**src/rtl/core/assert_macros.svh**
```systemverilog
// Assertion macros used by the generator RTL.
`ifndef ASSERT_MACROS_SVH
`define ASSERT_MACROS_SVH

// Same-cycle implication, sampled on clk, off while rst_n is low.
`define MT_ASSERT_IMP(lbl, ante, cons) \
  lbl: assert property (@(posedge clk) disable iff (!rst_n) (ante) |-> (cons)) \
    else $error("same-cycle check failed");

// Next-cycle implication, sampled on clk, off while rst_n is low.
`define MT_ASSERT_NEXT(lbl, ante, cons) \
  lbl: assert property (@(posedge clk) disable iff (!rst_n) (ante) |=> (cons)) \
    else $error("next-cycle check failed");

`endif

```
**src/rtl/core/mt_pkg.sv**
```systemverilog
// Package: constants, control types and word functions of the MT19937 generator.
package mt_pkg;

  localparam int STATE_DEPTH  = 624;
  localparam int TWIST_OFFSET = 397;
  localparam int WORD_W       = 32;
  localparam int HALF_W       = WORD_W / 2;
  localparam int IDX_W        = $clog2(STATE_DEPTH);

  localparam logic [IDX_W-1:0]  FILL_LAST = IDX_W'(STATE_DEPTH - 1);

  localparam logic [WORD_W-1:0] TW_MATRIX    = 32'h9908_b0df;
  localparam logic [WORD_W-1:0] TW_UPPER     = 32'h8000_0000;
  localparam logic [WORD_W-1:0] TW_LOWER     = 32'h7fff_ffff;
  localparam logic [WORD_W-1:0] TEMPER_B     = 32'h9d2c_5680;
  localparam logic [WORD_W-1:0] TEMPER_C     = 32'hefc6_0000;
  localparam logic [WORD_W-1:0] LCG_MUL      = 32'd69069;
  localparam logic [WORD_W-1:0] LCG_INC      = 32'd1;
  localparam logic [WORD_W-1:0] DEFAULT_SEED = 32'd4357;

  // Action codes of an input transaction
  localparam logic ACT_DRAW   = 1'b0;
  localparam logic ACT_RESEED = 1'b1;

  // Seeder control and status
  typedef struct packed {
    logic              start;
    logic [WORD_W-1:0] seed;
  } seed_ctl_t;

  typedef struct packed {
    logic              push;
    logic              last;
    logic [WORD_W-1:0] word;
  } seed_stat_t;

  // Recompute one state word from its own old value, its successor and the far tap.
  function automatic logic [WORD_W-1:0] twist_word(
    input logic [WORD_W-1:0] w_cur,
    input logic [WORD_W-1:0] w_next,
    input logic [WORD_W-1:0] w_far
  );
    logic [WORD_W-1:0] y;
    logic [WORD_W-1:0] v;
    y = (w_cur & TW_UPPER) | (w_next & TW_LOWER);
    v = w_far ^ (y >> 1);
    if (y[0]) begin
      v = v ^ TW_MATRIX;
    end
    return v;
  endfunction

  function automatic logic [WORD_W-1:0] temper(input logic [WORD_W-1:0] w);
    logic [WORD_W-1:0] y;
    y = w;
    y = y ^ (y >> 11);
    y = y ^ ((y << 7) & TEMPER_B);
    y = y ^ ((y << 15) & TEMPER_C);
    y = y ^ (y >> 18);
    return y;
  endfunction

endpackage

```
**src/rtl/core/mt_cell.sv**
```systemverilog
// One state cell: holds a word and takes its neighbor's word on a shift.
module mt_cell import mt_pkg::*; (
  input  logic              clk,
  input  logic              shift_en,
  input  logic [WORD_W-1:0] d_in,
  output logic [WORD_W-1:0] q
);

  logic [WORD_W-1:0] word_r;

  always_ff @(posedge clk) begin
    if (shift_en) begin
      word_r <= d_in;
    end
  end

  assign q = word_r;

endmodule

```
**config.mk**
```make
export PLATFORM = sky130hd
export DESIGN_NAME = mt_cell
export DESIGN_NICKNAME = d
export VERILOG_FILES = /design/src/rtl/core/assert_macros.svh /design/src/rtl/core/mt_pkg.sv /design/src/rtl/core/mt_cell.sv
export SDC_FILE = /design/constraint.sdc
export NUM_CORES = 1
export LEC_CHECK = 0
export BUFFER_PORTS_ARGS = -buffer_cell sky130_fd_sc_hd__buf_2
export CAP_MARGIN = 20
export CORE_MARGIN = 2
export CORE_UTILIZATION = 35
export DETAILED_ROUTE_END_ITERATION = 8
export GPL_ROUTABILITY_DRIVEN = 0
export HOLD_SLACK_MARGIN = 0.12
export PLACE_DENSITY_LB_ADDON = 0.2
export SYNTH_ARGS = -nofsm -noshare
export SYNTH_HDL_FRONTEND = slang
export SYNTH_SLANG_ARGS = --single-unit
```
**constraint.sdc**
```tcl
create_clock -name clk -period 0.8 [get_ports clk]
set_input_delay 0.12 -clock clk [delete_from_list [all_inputs] [get_ports clk]]
set_output_delay 0.12 -clock clk [all_outputs]
set_load 0.005 [all_outputs]
```
Word level (Yosys, flattened, before mapping):

Cells that the tools add are included.
W data, S select, Z words.

* add/subtract/negate cells: 0
* divide/modulo/power cells: 0
* bitwise gates (word level): 0
* reduce and logical (&&, ||, !) cells: 0
* $lt $le $gt $ge: 0
* mux-type cells: 0
* shifts and indexed selects: 0
* eq/ne operators: 0
* multiply operators: 0

* logic and storage cells: 1
* memory bits (writable): 0
* memory bits (read-only): 0
* memories kept: 0
* output and inout port bits: 32
* register bits after elaboration: 32
* latch bits: 0

Logic depth before layout (Yosys ltp):

* depth after elaboration: 0
* mapped depth: 0

Worst setup path after synthesis:

OpenSTA, ideal clock, no wires.

* kind: flip-flop to output port
* start point: register word_r[0], in the netlist q[0]
* end point: output q[0]
* cell stages (with the launch flop): 1
* slack: 0.325 ns
* data arrival time: 0.355 ns
* required time: 0.680 ns
* path buffers: 0
* cells stage by stage: edfxtp_1

RTL lines
* start: declaration: RTL line mt_cell.sv:9 `logic [WORD_W-1:0] word_r;`
* start signal: assignment: RTL line mt_cell.sv:13 `word_r <= d_in;`
* end: declaration: RTL line mt_cell.sv:6 `output logic [WORD_W-1:0] q`

No word-level cell between the ends.

Final worst setup path:

* start point: register word_r[28], in the netlist q[28]
* end point: output q[28]

No word-level cell between the ends.

==> out/metrics.cfg <==
[status]
status = finished with violations
violations = negative setup slack

[global_route]
met1_usage_pct = 13.6
grt-busiest-layer = met2
grt_overflow = 0
grt_max_degree = 17
gr-usage-met2_pct = 25.2
track_usage_pct = 14.4
grt_pass1_vias = 724
grt_pass1_wl_um = 3250
antenna_found_initial = 0
grt.met3_usage_pct = 8.29

[worst_setup_path]
crit_required_ns = 0.68
crit_arrival_ns = 0.87
slowest_stage = edfxtp_1
crit_path_end_kind = primary output
crit_buf_inv = 1
critPathKind = reg2out
cp_slowest_stage_delay_ns = 0.40
path_delay_family = flip-flops
critical_path.cell_chain = buf_2
start_kind = flop
worstPathMaxFanout = 1

[timing]
relSlewSlack_pct = 93.1
tightest_slew_ns = 0.104
setup_ws_ns = -0.193
rsz0062_at_grt = true
finalSetupTns_ns = -4.59
final-hold-violation-count = 0
fin_crit_ns = 0.993
max_freq_mhz = 1010
finalSetupViolCount = 32
slew_violations = 0
timing.final.crit_share_pct = 124

[layout]
final_area_um2 = 1740
layout_commonest_cell = buf_2
multi_input_gates = 0
drive_above_1_share_pct = 53.2
nNetsFinal = 172
fin_util_pct = 68.2
final_cell_mix = 65 x buf_2, 32 x dlygate4sd3_1, 32 x edfxtp_1
num-fill-cells = 187
largest_reg_flops = 32
insertedDiodeCount = 0
area.sequential_um2 = 961
multi_input_area_um2 = 0
syn2layout_area_growth_pct = 80.6

[min_path]
hold_class = in2reg

[logic_synthesis]
yosysSeqAreaShare_pct = 100
synth_simple_gate_area_share_pct = 0
yosys_warnings = 0
synth-xor-area-share_pct = 0
synth_compound_area_share_pct = 0
synth_mux_area_share_pct = 0
synth_cell_types = 1
synth_area_um2 = 961
yosys.area_share.adder_pct = 0
ys_ff_latch = 32
synth_cells = 32
syn_nets = 66
avgSynthCellArea_um2 = 30.0

[power]
p_int_w = 0.00257
switching_share_pct = 20.8
clkPwrFrac_pct = 25.6
p_leak_nw = 0.754
p_per_area_nw_per_um2 = 1870
power_frac_seq_pct = 62.3
ir_worst_vdd_uv = 1520
combPwrFrac_pct = 12.1
p_switching_w = 0.000675

[floorplanning]
die_w_um = 56.4
fp.dieH_um = 56.4
initial_utilization_pct = 37.8
rows = 18
ios = 66
die_area_um2 = 3180
fp.coreArea_um2 = 2540

[routing]
routed_wl_um = 2120
vias_per_cell = 4.13
firstDrtPassIters = 3
drt_iter0_drc = 30
wl_per_cell_um = 12.6
via_count = 698
drc = 0
ant_nets = 0

[place]
port_buffers = 65
dp_slack_ns = 0.0797
postPlaceCellArea_um2 = 1360

[clock_network]
clk_pin_slew_ns = 0.10
h-tree-depth = 2
post_cts_resized = 0
clockBufferDepth = 2
cts_tree = done
post_cts.repair.setup_buffers = 0
cts_root_buf = clkbuf_4
cts_buffers = 5
clock_sinks = 32

[run]
cap_viol_max_count = 0

==> routing by layer <==
metal	wire, µm	up-vias
li1	-	346
met1	772	314
met2	1150	38
met3	194	0
met4	0	0
met5	0	-
==> cell usage after synthesis, drive strengths merged <==
master,instances,area (µm²)
edfxtp,32,961
==> layout make-up <==
type / count / share of cell area [%]
clock buffers: 5 / 2.16
clock inverters: 3 / 0.793
flip-flops and latches: 32 / 55.4
well taps: 30 / 2.16
repair buffers: 99 / 39.5
==> power groups by stage <==
| stage | Sequential, W | Combinational (W) | Clock (W) |
|---|---|---|---|
| 3_5_place_dp | 0.00206 | 0.000274 | 0 |
| 5_1_grt | 0.00203 | 0.000426 | 0.000934 |
| 6_report | 0.00202 | 0.000393 | 0.000830 |
| 3_3_place_gp | 0.00206 | 0.000272 | 0 |
| 2_1_floorplan | 0.00208 | 0 | 0 |
| 4_1_cts | 0.00202 | 0.000393 | 0.000847 |
==> repair_timing <==
action | 4_1_cts | 5_1_grt
endpoints found under the setup margin | 32 | 32
hold buffers | 32 | 0
hold endpoints to repair | 32 | 0
==> metrics by stage <==
step | std cells | power [W] | hold WS (ns)
2_1_floorplan | 32 | 0.00208 | 0.219
3_3_place_gp | 129 | 0.00233 | 0.299
3_5_place_dp | 129 | 0.00234 | 0.298
4_1_cts | 169 | 0.00326 | 0.211
5_1_grt | 169 | 0.00339 | 0.201
6_report | 169 | 0.00324 | 0.209
==> worst paths after layout <==
check / startpoint / end / slack, ns / depth (start not counted)
worst max-delay path: q[28]$_DFFE_PP_ / q[28] / -0.19 / 1
worst min-delay path: shift_en / q[28]$_DFFE_PP_ / 0.21 / 2
==> logic make-up (layout without fill, tap and decap cells) <==
kind of cell	Yosys count	in the layout
DFF	32	32
buffers and inverters	0	107
Power figures use the tool's default switching activity.
