[config.mk]
export PLATFORM = sky130hd
export DESIGN_NAME = mt_seeder
export DESIGN_NICKNAME = d
export VERILOG_FILES = /design/src/rtl/core/assert_macros.svh /design/src/rtl/core/mt_pkg.sv /design/src/rtl/core/mt_seeder.sv
export SDC_FILE = /design/constraint.sdc
export NUM_CORES = 1
export LEC_CHECK = 0
export ABC_AREA = 0
export BUFFER_PORTS_ARGS = -buffer_cell sky130_fd_sc_hd__buf_2
export CELL_PAD_IN_SITES_DETAIL_PLACEMENT = 1
export CELL_PAD_IN_SITES_GLOBAL_PLACEMENT = 1
export CORE_MARGIN = 2
export CORE_UTILIZATION = 54
export DETAILED_ROUTE_END_ITERATION = 10
export PLACE_DENSITY_LB_ADDON = 0.1
export SLEW_MARGIN = 20
export SYNTH_ARGS = -nofsm -noshare
export SYNTH_HDL_FRONTEND = slang
export SYNTH_SLANG_ARGS = --single-unit
[constraint.sdc]
create_clock -name clk -period 14.7 [get_ports clk]
set_input_delay 4.41 -clock clk [delete_from_list [all_inputs] [get_ports clk]]
set_output_delay 4.41 -clock clk [all_outputs]
set_load 0.005 [all_outputs]
[src/rtl/core/assert_macros.svh]
// Assertion macros used by the generator RTL.
`ifndef ASSERT_MACROS_SVH
`define ASSERT_MACROS_SVH

// Same-cycle implication, sampled on clk, off while rst_n is low.
`define MT_ASSERT_IMP(lbl, ante, cons) \
  lbl: assert property (@(posedge clk) disable iff (!rst_n) (ante) |-> (cons)) \
    else $error("same-cycle check failed");

// Next-cycle implication, sampled on clk, off while rst_n is low.
`define MT_ASSERT_NEXT(lbl, ante, cons) \
  lbl: assert property (@(posedge clk) disable iff (!rst_n) (ante) |=> (cons)) \
    else $error("next-cycle check failed");

`endif

[src/rtl/core/mt_pkg.sv]
// Package: constants, control types and word functions of the MT19937 generator.
package mt_pkg;

  localparam int STATE_DEPTH  = 624;
  localparam int TWIST_OFFSET = 397;
  localparam int WORD_W       = 32;
  localparam int HALF_W       = WORD_W / 2;
  localparam int IDX_W        = $clog2(STATE_DEPTH);

  localparam logic [IDX_W-1:0]  FILL_LAST = IDX_W'(STATE_DEPTH - 1);

  localparam logic [WORD_W-1:0] TW_MATRIX    = 32'h9908_b0df;
  localparam logic [WORD_W-1:0] TW_UPPER     = 32'h8000_0000;
  localparam logic [WORD_W-1:0] TW_LOWER     = 32'h7fff_ffff;
  localparam logic [WORD_W-1:0] TEMPER_B     = 32'h9d2c_5680;
  localparam logic [WORD_W-1:0] TEMPER_C     = 32'hefc6_0000;
  localparam logic [WORD_W-1:0] LCG_MUL      = 32'd69069;
  localparam logic [WORD_W-1:0] LCG_INC      = 32'd1;
  localparam logic [WORD_W-1:0] DEFAULT_SEED = 32'd4357;

  // Action codes of an input transaction
  localparam logic ACT_DRAW   = 1'b0;
  localparam logic ACT_RESEED = 1'b1;

  // Seeder control and status
  typedef struct packed {
    logic              start;
    logic [WORD_W-1:0] seed;
  } seed_ctl_t;

  typedef struct packed {
    logic              push;
    logic              last;
    logic [WORD_W-1:0] word;
  } seed_stat_t;

  // Recompute one state word from its own old value, its successor and the far tap.
  function automatic logic [WORD_W-1:0] twist_word(
    input logic [WORD_W-1:0] w_cur,
    input logic [WORD_W-1:0] w_next,
    input logic [WORD_W-1:0] w_far
  );
    logic [WORD_W-1:0] y;
    logic [WORD_W-1:0] v;
    y = (w_cur & TW_UPPER) | (w_next & TW_LOWER);
    v = w_far ^ (y >> 1);
    if (y[0]) begin
      v = v ^ TW_MATRIX;
    end
    return v;
  endfunction

  function automatic logic [WORD_W-1:0] temper(input logic [WORD_W-1:0] w);
    logic [WORD_W-1:0] y;
    y = w;
    y = y ^ (y >> 11);
    y = y ^ ((y << 7) & TEMPER_B);
    y = y ^ ((y << 15) & TEMPER_C);
    y = y ^ (y >> 18);
    return y;
  endfunction

endpackage

[src/rtl/core/mt_seeder.sv]
// Seed filler: runs the LCG step and emits one state word per two LCG values.
module mt_seeder import mt_pkg::*; (
  input  logic       clk,
  input  logic       rst_n,
  input  seed_ctl_t  ctl,
  output seed_stat_t stat
);

  logic              busy_r;
  logic              phase_r;
  logic [IDX_W-1:0]  cnt_r;
  logic [WORD_W-1:0] lcg_r;
  logic [HALF_W-1:0] hi_r;
  logic [WORD_W-1:0] lcg_nxt;

  // Low 32 bits of the product only
  assign lcg_nxt = lcg_r * LCG_MUL + LCG_INC;

  always_ff @(posedge clk) begin
    if (!rst_n) begin
      busy_r  <= 1'b0;
      phase_r <= 1'b0;
      cnt_r   <= '0;
    end else if (ctl.start) begin
      busy_r  <= 1'b1;
      phase_r <= 1'b0;
      cnt_r   <= '0;
      lcg_r   <= ctl.seed;
    end else if (busy_r) begin
      phase_r <= ~phase_r;
      lcg_r   <= lcg_nxt;
      if (!phase_r) begin
        hi_r <= lcg_r[WORD_W-1:HALF_W];
      end else begin
        cnt_r <= cnt_r + IDX_W'(1);
        if (cnt_r == FILL_LAST) begin
          busy_r <= 1'b0;
        end
      end
    end
  end

  assign stat.push = busy_r && phase_r;
  assign stat.last = busy_r && phase_r && (cnt_r == FILL_LAST);
  assign stat.word = {hi_r, lcg_r[WORD_W-1:HALF_W]};

endmodule

# ---- After elaboration in Yosys (flattened, before gate mapping)
# Cells that the tools add are included.
dict set report totals {
  ff_bits 60
  inputBits 35
  output_inout_bits 34
  elab_cells 25
}
dict set report op_classes {
  add_sub_neg 2
  multipliers 1
  eq_ne 1
  muxes 6
  bitwise_logic 3
  reduce_logical 7
}
# op n
set ops {}
lappend ops {{32-bit 2-to-1 mux} 2}
lappend ops {{32-bit by 1-bit adder with 32-bit output, second input constant} 1}
lappend ops {{32-bit by 17-bit multiplier with 32-bit output, second input constant} 1}
lappend ops {{10-bit by 1-bit adder with 10-bit output, second input constant} 1}
lappend ops {{10-bit equality test, second input constant} 1}
lappend ops {{1-bit 2-to-1 mux} 4}
lappend ops {{2-bit AND reduction} 2}
lappend ops {{4-bit AND reduction} 1}
lappend ops {{1-bit NOT} 3}
lappend ops {{1-bit logical AND} 2}
lappend ops {{2-bit nonzero test} 1}
lappend ops {{2-bit OR reduction} 1}

# ---- Longest topological paths before layout
# Gate-level depths: netlist (run 1).
dict set report logic_depth {
  ltp_word 5
  mapped_depth 19
  depth_no_buf 18
}

# ---- Worst setup path before layout (run 1)
# OpenSTA, ideal clock, no wires.
dict set report synth_path {
  path_kind {input-to-reg}
  start {input ctl[32] (netlist bit)}
  end {register hi_r[0] (enable)}
  setup_ns 0.413
  arrival_ns 6.076
  t_required_ns 14.287
  setup_slack_ns 8.211
  cell_stages 4
  n_path_buf 1
  path_cell_list {clkbuf_1 inv_1 nand2_1 nor3b_1}
}
dict set report synth_via {
  elab_chain_len 2
}
# element line
set synth_rtl {}
lappend synth_rtl {{start, declared} mt_seeder.sv:5} ;# input seed_ctl_t ctl,
lappend synth_rtl {{1-bit NOT (no line)} n/a}
lappend synth_rtl {{4-bit AND reduction (no line)} n/a}
lappend synth_rtl {{end signal, assigned} mt_seeder.sv:33} ;# hi_r <= lcg_r[WORD_W-1:HALF_W];
lappend synth_rtl {{end, declared} mt_seeder.sv:13} ;# logic [HALF_W-1:0] hi_r;
# Every way passes these cells.
# A chain may end at the register's enable or synchronous reset.

# ---- Worst setup path in the final report (run 1)
dict set report layout_path {
  start {register lcg_r[10]}
  end {register lcg_r[29] (data pin)}
}
dict set report layout_via {
  elab_chain_len 4
}
# element line
set layout_rtl {}
lappend layout_rtl {{start, declared} mt_seeder.sv:12} ;# logic [WORD_W-1:0] lcg_r;
lappend layout_rtl {{start signal, assigned} mt_seeder.sv:28} ;# lcg_r <= ctl.seed;
lappend layout_rtl {{start signal, assigned} mt_seeder.sv:31} ;# lcg_r <= lcg_nxt;
lappend layout_rtl {{32-bit by 17-bit multiplier with 32-bit output} mt_seeder.sv:17} ;# assign lcg_nxt = lcg_r * LCG_MUL + LCG_INC;
lappend layout_rtl {{32-bit by 1-bit adder with 32-bit output} mt_seeder.sv:17}
lappend layout_rtl {{32-bit 2-to-1 mux} mt_seeder.sv:29} ;# end else if (busy_r) begin
lappend layout_rtl {{32-bit 2-to-1 mux} mt_seeder.sv:24} ;# end else if (ctl.start) begin
# Every way passes these cells. The select of a mux whose other input is x is not followed.

==> results of run 1 <==
## path summary, 6_finish.rpt
kind	startpoint	end	slack (ns)	depth (start not counted)
worst max-delay path	lcg_r[10]$_DFFE_PP_	lcg_r[29]$_DFFE_PP_	8.38	18
worst max register to register	lcg_r[10]$_DFFE_PP_	lcg_r[29]$_DFFE_PP_	8.38	18
worst min register to register	cnt_r[1]$_SDFFE_PN0P_	cnt_r[1]$_SDFFE_PN0P_	0.50	2
worst min-delay path	cnt_r[1]$_SDFFE_PN0P_	cnt_r[1]$_SDFFE_PN0P_	0.50	2
## state kept, by name, indices dropped and copies added (netlist names)
name,cells
busy_r,1
hi_r,16
cnt_r,10
lcg_r,32
phase_r,1
## layout by cell type (no fill, tap or decap), types with 5 or more instances in the layout
master / n
sky130_fd_sc_hd__a211oi_1: 7
sky130_fd_sc_hd__a21o_1: 9
sky130_fd_sc_hd__a21oi_1: 27
sky130_fd_sc_hd__a31oi_1: 5
sky130_fd_sc_hd__and3_1: 9
sky130_fd_sc_hd__buf_2: 68
sky130_fd_sc_hd__clkbuf_16: 9
sky130_fd_sc_hd__dfxtp_1: 12
sky130_fd_sc_hd__edfxtp_1: 48
sky130_fd_sc_hd__fa_1: 145
sky130_fd_sc_hd__ha_1: 170
sky130_fd_sc_hd__inv_1: 276
sky130_fd_sc_hd__nand2_1: 42
sky130_fd_sc_hd__nand2b_1: 5
sky130_fd_sc_hd__nand3_1: 11
sky130_fd_sc_hd__nor2_1: 23
sky130_fd_sc_hd__nor3b_1: 6
sky130_fd_sc_hd__o21ai_0: 30
sky130_fd_sc_hd__xnor2_1: 28
sky130_fd_sc_hd__xor2_1: 14
## cell families (layout without fill, tap and decap cells)
family | count (synthesis) | count (layout)
multiplexers | 4 | 4
AND/OR/NAND/NOR | 120 | 120
buffers and inverters | 303 | 363
XOR/XNOR | 42 | 42
adder cells (fa/ha/maj) | 315 | 315
AO/OA/AOI/OAI | 119 | 119
flip-flops | 60 | 60
## worst max-delay path: stages (launching register included)
cell	delay, ns
sky130_fd_sc_hd__edfxtp_1	0.71
sky130_fd_sc_hd__ha_1	0.40
sky130_fd_sc_hd__fa_1	0.50
sky130_fd_sc_hd__inv_1	0.06
sky130_fd_sc_hd__fa_1	0.48
sky130_fd_sc_hd__fa_1	0.54
sky130_fd_sc_hd__inv_1	0.06
sky130_fd_sc_hd__fa_1	0.48
sky130_fd_sc_hd__inv_1	0.06
sky130_fd_sc_hd__fa_1	0.50
sky130_fd_sc_hd__inv_1	0.06
sky130_fd_sc_hd__ha_1	0.36
sky130_fd_sc_hd__and4_1	0.24
sky130_fd_sc_hd__a21o_1	0.18
sky130_fd_sc_hd__a311o_1	0.35
sky130_fd_sc_hd__a31o_2	0.31
sky130_fd_sc_hd__a31oi_1	0.41
sky130_fd_sc_hd__a311oi_1	0.18
sky130_fd_sc_hd__a221oi_1	0.26
## synthesized netlist by cell type, types with 4 or more instances
library cell | count | share of area [%]
sky130_fd_sc_hd__xor2_1 | 14 | 1.3
sky130_fd_sc_hd__nor2_1 | 23 | 0.89
sky130_fd_sc_hd__ha_1 | 170 | 22
sky130_fd_sc_hd__dfxtp_1 | 12 | 2.5
sky130_fd_sc_hd__nor3b_1 | 7 | 0.54
sky130_fd_sc_hd__a31oi_1 | 5 | 0.32
sky130_fd_sc_hd__nand2_1 | 42 | 1.6
sky130_fd_sc_hd__and3_1 | 9 | 0.58
sky130_fd_sc_hd__o211ai_1 | 4 | 0.31
sky130_fd_sc_hd__nand2b_1 | 5 | 0.32
sky130_fd_sc_hd__a2111o_1 | 4 | 0.46
sky130_fd_sc_hd__a211oi_1 | 7 | 0.54
sky130_fd_sc_hd__a21oi_1 | 27 | 1.4
sky130_fd_sc_hd__nand3_1 | 11 | 0.57
sky130_fd_sc_hd__inv_1 | 276 | 11
sky130_fd_sc_hd__o21ai_0 | 30 | 1.5
sky130_fd_sc_hd__a21o_1 | 9 | 0.69
sky130_fd_sc_hd__clkbuf_1 | 11 | 0.42
sky130_fd_sc_hd__nor3_1 | 4 | 0.21
sky130_fd_sc_hd__fa_1 | 145 | 30
sky130_fd_sc_hd__mux2_2 | 4 | 0.46
sky130_fd_sc_hd__edfxtp_1 | 48 | 15
sky130_fd_sc_hd__xnor2_1 | 28 | 2.5
sky130_fd_sc_hd__buf_4 | 16 | 1.2
## layout make-up
cell class	instances	area, um^2
multi-input cells	600	6850
repair buffers	71	363
flip-flops and latches	60	1680
clock buffers	10	239
fillers	2043	7340
well taps	229	287
clock inverters	6	47.5
inverters	276	1040
## layer usage
metal | part of all wire, % | track usage (%) | vias to the layer above
li1 | - | - | 3173
met1 | 44 | 38.5 | 3417
met2 | 49 | 49.6 | 145
met3 | 4.9 | 5.58 | 37
met4 | 2.0 | 6.50 | 0
met5 | 0 | 0 | -
## stage by stage
stage	hold slack (ns)	util (%)	cells	setup WS [ns]	instance area [um^2]
after global routing	0.558	58.9	1252	8.19	10500
after floorplan	0.458	-	963	8.21	9720
after global placement	0.491	57.3	1236	8.17	10200
after detailed placement	0.497	57.3	1236	8.12	10200
final	0.499	58.9	1252	8.38	10500
after CTS	0.504	58.9	1252	8.42	10500
==> metrics.md, run 1 <==
| Metric | Value |
|---|---|
| Dominant combinational cell family by area after synthesis | `adder cells` |
| Area of the placeable core | `17800 um^2` |
| Total DRC errors in the routed layout | `0` |
| Clock sink count | `60` |
| Share of the synthesized area in compound gates (AO/OA/AOI/OAI) | `8.34%` |
| Aggregate routed wire length | `25400 um` |
| Actual slew at the worst max-slew pin | `0.622 ns` |
| Count of buffers added by post-CTS timing repair for setup | `0` |
| Portion of the post-synthesis area used by sequential elements | `17.3%` |
| Period Utilization, post-route | `43.0%` |
| Growth of design area from synthesis to finish | `8.02%` |
| Reported max-cap violation count | `0` |
| Drt pass-1 iters | `4` |
| Detail-routed net length per standard cell | `20.3 um` |
| Type of the most critical hold path | `flip-flop to flip-flop` |
| Total CTS buffers | `9` |
| Dominant register cell in the synthesized netlist | `sky130_fd_sc_hd__edfxtp_1` |
| Maximum number of pins on one net before global-route repair | `66` |
| # IOs | `69` |
| Number of flops mapped to enable cells by yosys | `48` |
| H-tree Lvls | `3` |
| Port Buffers | `68` |
| Arrival time of the worst setup path | `6.47 ns` |
| Post-route minimum period | `6.32 ns` |
| Number of antenna violations at the first check in global routing | `0` |
| Crit Path Class | `flip-flop to flip-flop` |
| Final weighted congestion in routability-driven placement | `0.859` |
| Vertical extent of the die | `138 um` |
| Max Fclk | `158 MHz` |
| Mean Syn Cell Area | `10.1 um^2` |
| Crit-path max FO | `7` |
| Starting density of the core | `54.5%` |
| Critical Path Start Type | `flip-flop` |
| Ys async rst share | `0%` |
| Critical Path Sink Type | `flip-flop` |
| Count of final max-slew check failures | `0` |
| Placement Rows | `49` |
| Die area | `19100 um^2` |
| Resized Gates After CTS | `0` |
| Final setup skew | `0.00953 ns` |
| Unrepaired setup endpoints after global routing | `no` |
| Adder-Cell Fraction of Synth Area | `51.7%` |
| Unique cell type count in the Yosys netlist | `53` |
| Hold Violations, Final | `0` |
| Count of hold-fix buffers inserted at cts | `0` |
| CTS tree | `done` |
| Number of diodes | `0` |
| Detail-routed via count per cell | `5.41` |
| Xor/xnor cell area share of the yosys netlist | `3.78%` |
| Normalized max-slew margin | `58.5%` |
| Skew-Pair Late Insertion Delay | `0.34 ns` |
| First-pass GRT wire length | `42500 um` |
| Number of DRC markers after the initial detailed-route iteration | `337` |
| DIE WIDTH | `138 um` |
| Mux cell area share after synthesis | `0.463%` |
| Critical path required time | `14.85 ns` |
| DPL Wire Length | `21400 um` |
| Clk slew on worst S/H paths | `0.06 ns` |
| Share of cells above drive strength 1 | `10.2%` |
| Outcome | `finished, final reports clean` |
| Final total negative setup slack | `0 ns` |
| Vias in the first global route | `7970` |
| Number of routed nets with antenna violations | `0` |
| Area share of and/or/nand/nor cells after synthesis | `6.06%` |
| Total number of vias | `6772` |
| Post-Synthesis Cells | `963` |
| Setup-failing EPs final | `0` |
| Total grt overflow | `0` |
| Total nets after synthesis | `1313` |
| Cell at the root of the clock tree | `sky130_fd_sc_hd__clkbuf_16` |
| Yosys reg bits | `60` |
| Number of nets in the layout | `1368` |
| Number of warnings issued by yosys | `0` |
| Global Route Usage Sum | `28.9%` |
| Cell area after technology mapping | `9720 um^2` |
| Maximum clock path buffer count | `2` |
Power of run 1 is not shown: default switching activity piles up to over one toggle a cycle in this logic, so the estimate is an artifact.
==> inputs of run 2 (changes only) <==
--- a/config.mk
+++ b/config.mk
@@ -10,7 +10,7 @@
 export CELL_PAD_IN_SITES_DETAIL_PLACEMENT = 1
 export CELL_PAD_IN_SITES_GLOBAL_PLACEMENT = 1
 export CORE_MARGIN = 2
-export CORE_UTILIZATION = 54
+export CORE_UTILIZATION = 50
 export DETAILED_ROUTE_END_ITERATION = 10
 export PLACE_DENSITY_LB_ADDON = 0.1
 export SLEW_MARGIN = 20
==> constraint.sdc (replaced) <==
create_clock -name clk -period 6.01 [get_ports clk]
set_input_delay 1.803 -clock clk [delete_from_list [all_inputs] [get_ports clk]]
set_output_delay 1.803 -clock clk [all_outputs]
set_load 0.005 [all_outputs]
==> metrics.md, run 2 (synthesized netlist as in run 1, its figures left out) <==
| Metric | Value |
|---|---|
| Slowest cell on crit path | `sky130_fd_sc_hd__edfxtp_1` |
| Number of routed nets with antenna violations | `0` |
| Finished Core Util | `57.1%` |
| Commonest cells after routing, fill and taps aside | `275 x sky130_fd_sc_hd__inv_1, 159 x sky130_fd_sc_hd__ha_1, 144 x sky130_fd_sc_hd__fa_1, 68 x sky130_fd_sc_hd__buf_2, 48 x sky130_fd_sc_hd__edfxtp_1` |
| Final total negative setup slack | `0 ns` |
| Most common cell after layout, fill and taps aside | `sky130_fd_sc_hd__inv_1` |
| Number of DRC markers after the initial detailed-route iteration | `234` |
| Drt pass-1 iters | `4` |
| Final setup skew | `0.00857 ns` |
| Slowest Stage Delay on Critical Path | `0.56 ns` |
| Period Utilization, post-route | `98.3%` |
| Normalized max-slew margin | `56.8%` |
| Port Buffers | `68` |
| Vias in the first global route | `7757` |
| Hold WS | `0.497 ns` |
| Post-route minimum period | `5.91 ns` |
| Biggest registers after layout | `lcg_r x32, hi_r x16, cnt_r x10` |
| Maximum clock path buffer count | `2` |
| Arrival time of the worst setup path | `6.00 ns` |
| H-tree Lvls | `3` |
| Critical Path Start Type | `flip-flop` |
| Number of nets in the layout | `1408` |
| Type of the most critical hold path | `flip-flop to flip-flop` |
| Max Fclk | `169 MHz` |
| Final Cell Area | `11000 um^2` |
| Critical path required time | `6.10 ns` |
| Starting density of the core | `50.4%` |
| Placement Rows | `51` |
| Count of hold-fix buffers inserted at cts | `0` |
| Vertical extent of the die | `143 um` |
| Outcome | `finished, final reports clean` |
| Final weighted congestion in routability-driven placement | `0.872` |
| Reported max-cap violation count | `0` |
| Aggregate routed wire length | `26100 um` |
| Total CTS buffers | `9` |
| Critical Path Sink Type | `flip-flop` |
| Total grt overflow | `0` |
| Detail-routed net length per standard cell | `19.7 um` |
| Global Route Usage Sum | `27.3%` |
| Setup-failing EPs final | `0` |
| CTS tree | `done` |
| Number of diodes | `0` |
| Area of the placeable core | `19300 um^2` |
| Clk slew on worst S/H paths | `0.06 ns` |
| Count of final max-slew check failures | `0` |
| Maximum number of pins on one net before global-route repair | `65` |
| DIE WIDTH | `143 um` |
| First-pass GRT wire length | `41700 um` |
| Die area | `20600 um^2` |
| Detail-routed via count per cell | `5.20` |
| Actual slew at the worst max-slew pin | `0.648 ns` |
| Hold Violations, Final | `0` |
| Library cell appearing most often on the critical path | `sky130_fd_sc_hd__fa_1` |
| Total DRC errors in the routed layout | `0` |
| Flip-flop count of the largest register after layout | `32` |
| Crit Path Class | `flip-flop to flip-flop` |
| # fillers | `2169` |
| Share of cells above drive strength 1 | `15.4%` |
| DPL Wire Length | `21900 um` |
| Cell at the root of the clock tree | `sky130_fd_sc_hd__clkbuf_16` |
| # IOs | `69` |
| Skew-Pair Late Insertion Delay | `0.34 ns` |
| Top register by number of flip-flops | `lcg_r` |
| Number of antenna violations at the first check in global routing | `0` |
| Crit-path max FO | `5` |
| Critical path, cell by cell | `ha_4 > fa_1 > inv_1 > fa_1 > fa_1 > inv_1 > fa_1 > inv_1 > fa_1 > inv_1 > ha_1 > a21oi_2 > o21ai_2 > a221o_1 > a21o_1 > a311o_1 > a2111o_1 > o221a_2` |
| Placed Instance Area | `10500 um^2` |
| Total number of vias | `6904` |
| Clock sink count | `60` |
| Growth of design area from synthesis to finish | `13.3%` |
-- run 2: changes by cell type in the layout (fill, tap and decap cells not counted), moves of 4 or more --
cell,previous run,this run
sky130_fd_sc_hd__ha_4,0,7
sky130_fd_sc_hd__ha_1,170,159
sky130_fd_sc_hd__buf_4,3,43
sky130_fd_sc_hd__ha_2,0,4
-- run 2: path summary, 6_finish.rpt --
path                          from                     to  slack (ns)  depth (start not counted)
max reg2reg    lcg_r[12]$_DFFE_PP_    lcg_r[26]$_DFFE_PP_        0.10                         18
min reg2reg  cnt_r[1]$_SDFFE_PN0P_  cnt_r[1]$_SDFFE_PN0P_        0.50                          2
max            lcg_r[12]$_DFFE_PP_    lcg_r[26]$_DFFE_PP_        0.10                         18
min          cnt_r[1]$_SDFFE_PN0P_  cnt_r[1]$_SDFFE_PN0P_        0.50                          2
-- run 2: layout make-up --
type                       count  area [um^2]  area share, %
clock buffer                  11          275           2.50
clock inverter                 5         38.8          0.352
sequential                    60         1680           15.3
timing repair buffer         111          663           6.02
multi-input combinational    600         6990           63.4
inverter                     276         1040           9.41
tap                          265          332           3.01
-- run 2: stage by stage --
| step | setup WS (ns) | instances |
|---|---|---|
| floorplan | 0.375 | 963 |
| global placement | 0.123 | 1302 |
| detailed placement | -0.0417 | 1302 |
| CTS | 0.00289 | 1320 |
| global route | -0.0158 | 1328 |
| finish | 0.104 | 1328 |
-- run 2: critical path, delay by kind of cell (launching register included) --
| kind | cells | cell delay (ns) |
|---|---|---|
| buffers and inverters | 4 | 0.22 |
| DFF | 1 | 0.56 |
| adders and majority gates | 7 | 3.10 |
| AOI/OAI and AO/OA | 7 | 1.78 |
-- run 2: routing by layer --
metal	share of wire, %	vias to the layer above	global-route usage [%]	wire length (um)
li1	-	3254	-	-
met3	4.1	38	3.70	1080
met2	49	132	45.8	12700
met5	0	-	0	0
met4	2.3	0	7.33	610
met1	45	3480	37.3	11700
-- run 2: timing repair --
item / in CTS / in global routing
resized for setup: 2 / 22
pin swaps: 0 / 12
endpoints found under the hold margin: 0 / 0
endpoints found under the setup margin: 1 / 6
cloned: 0 / 0
setup buffers: 2 / 8
Power of run 2 is left out for the same reason.
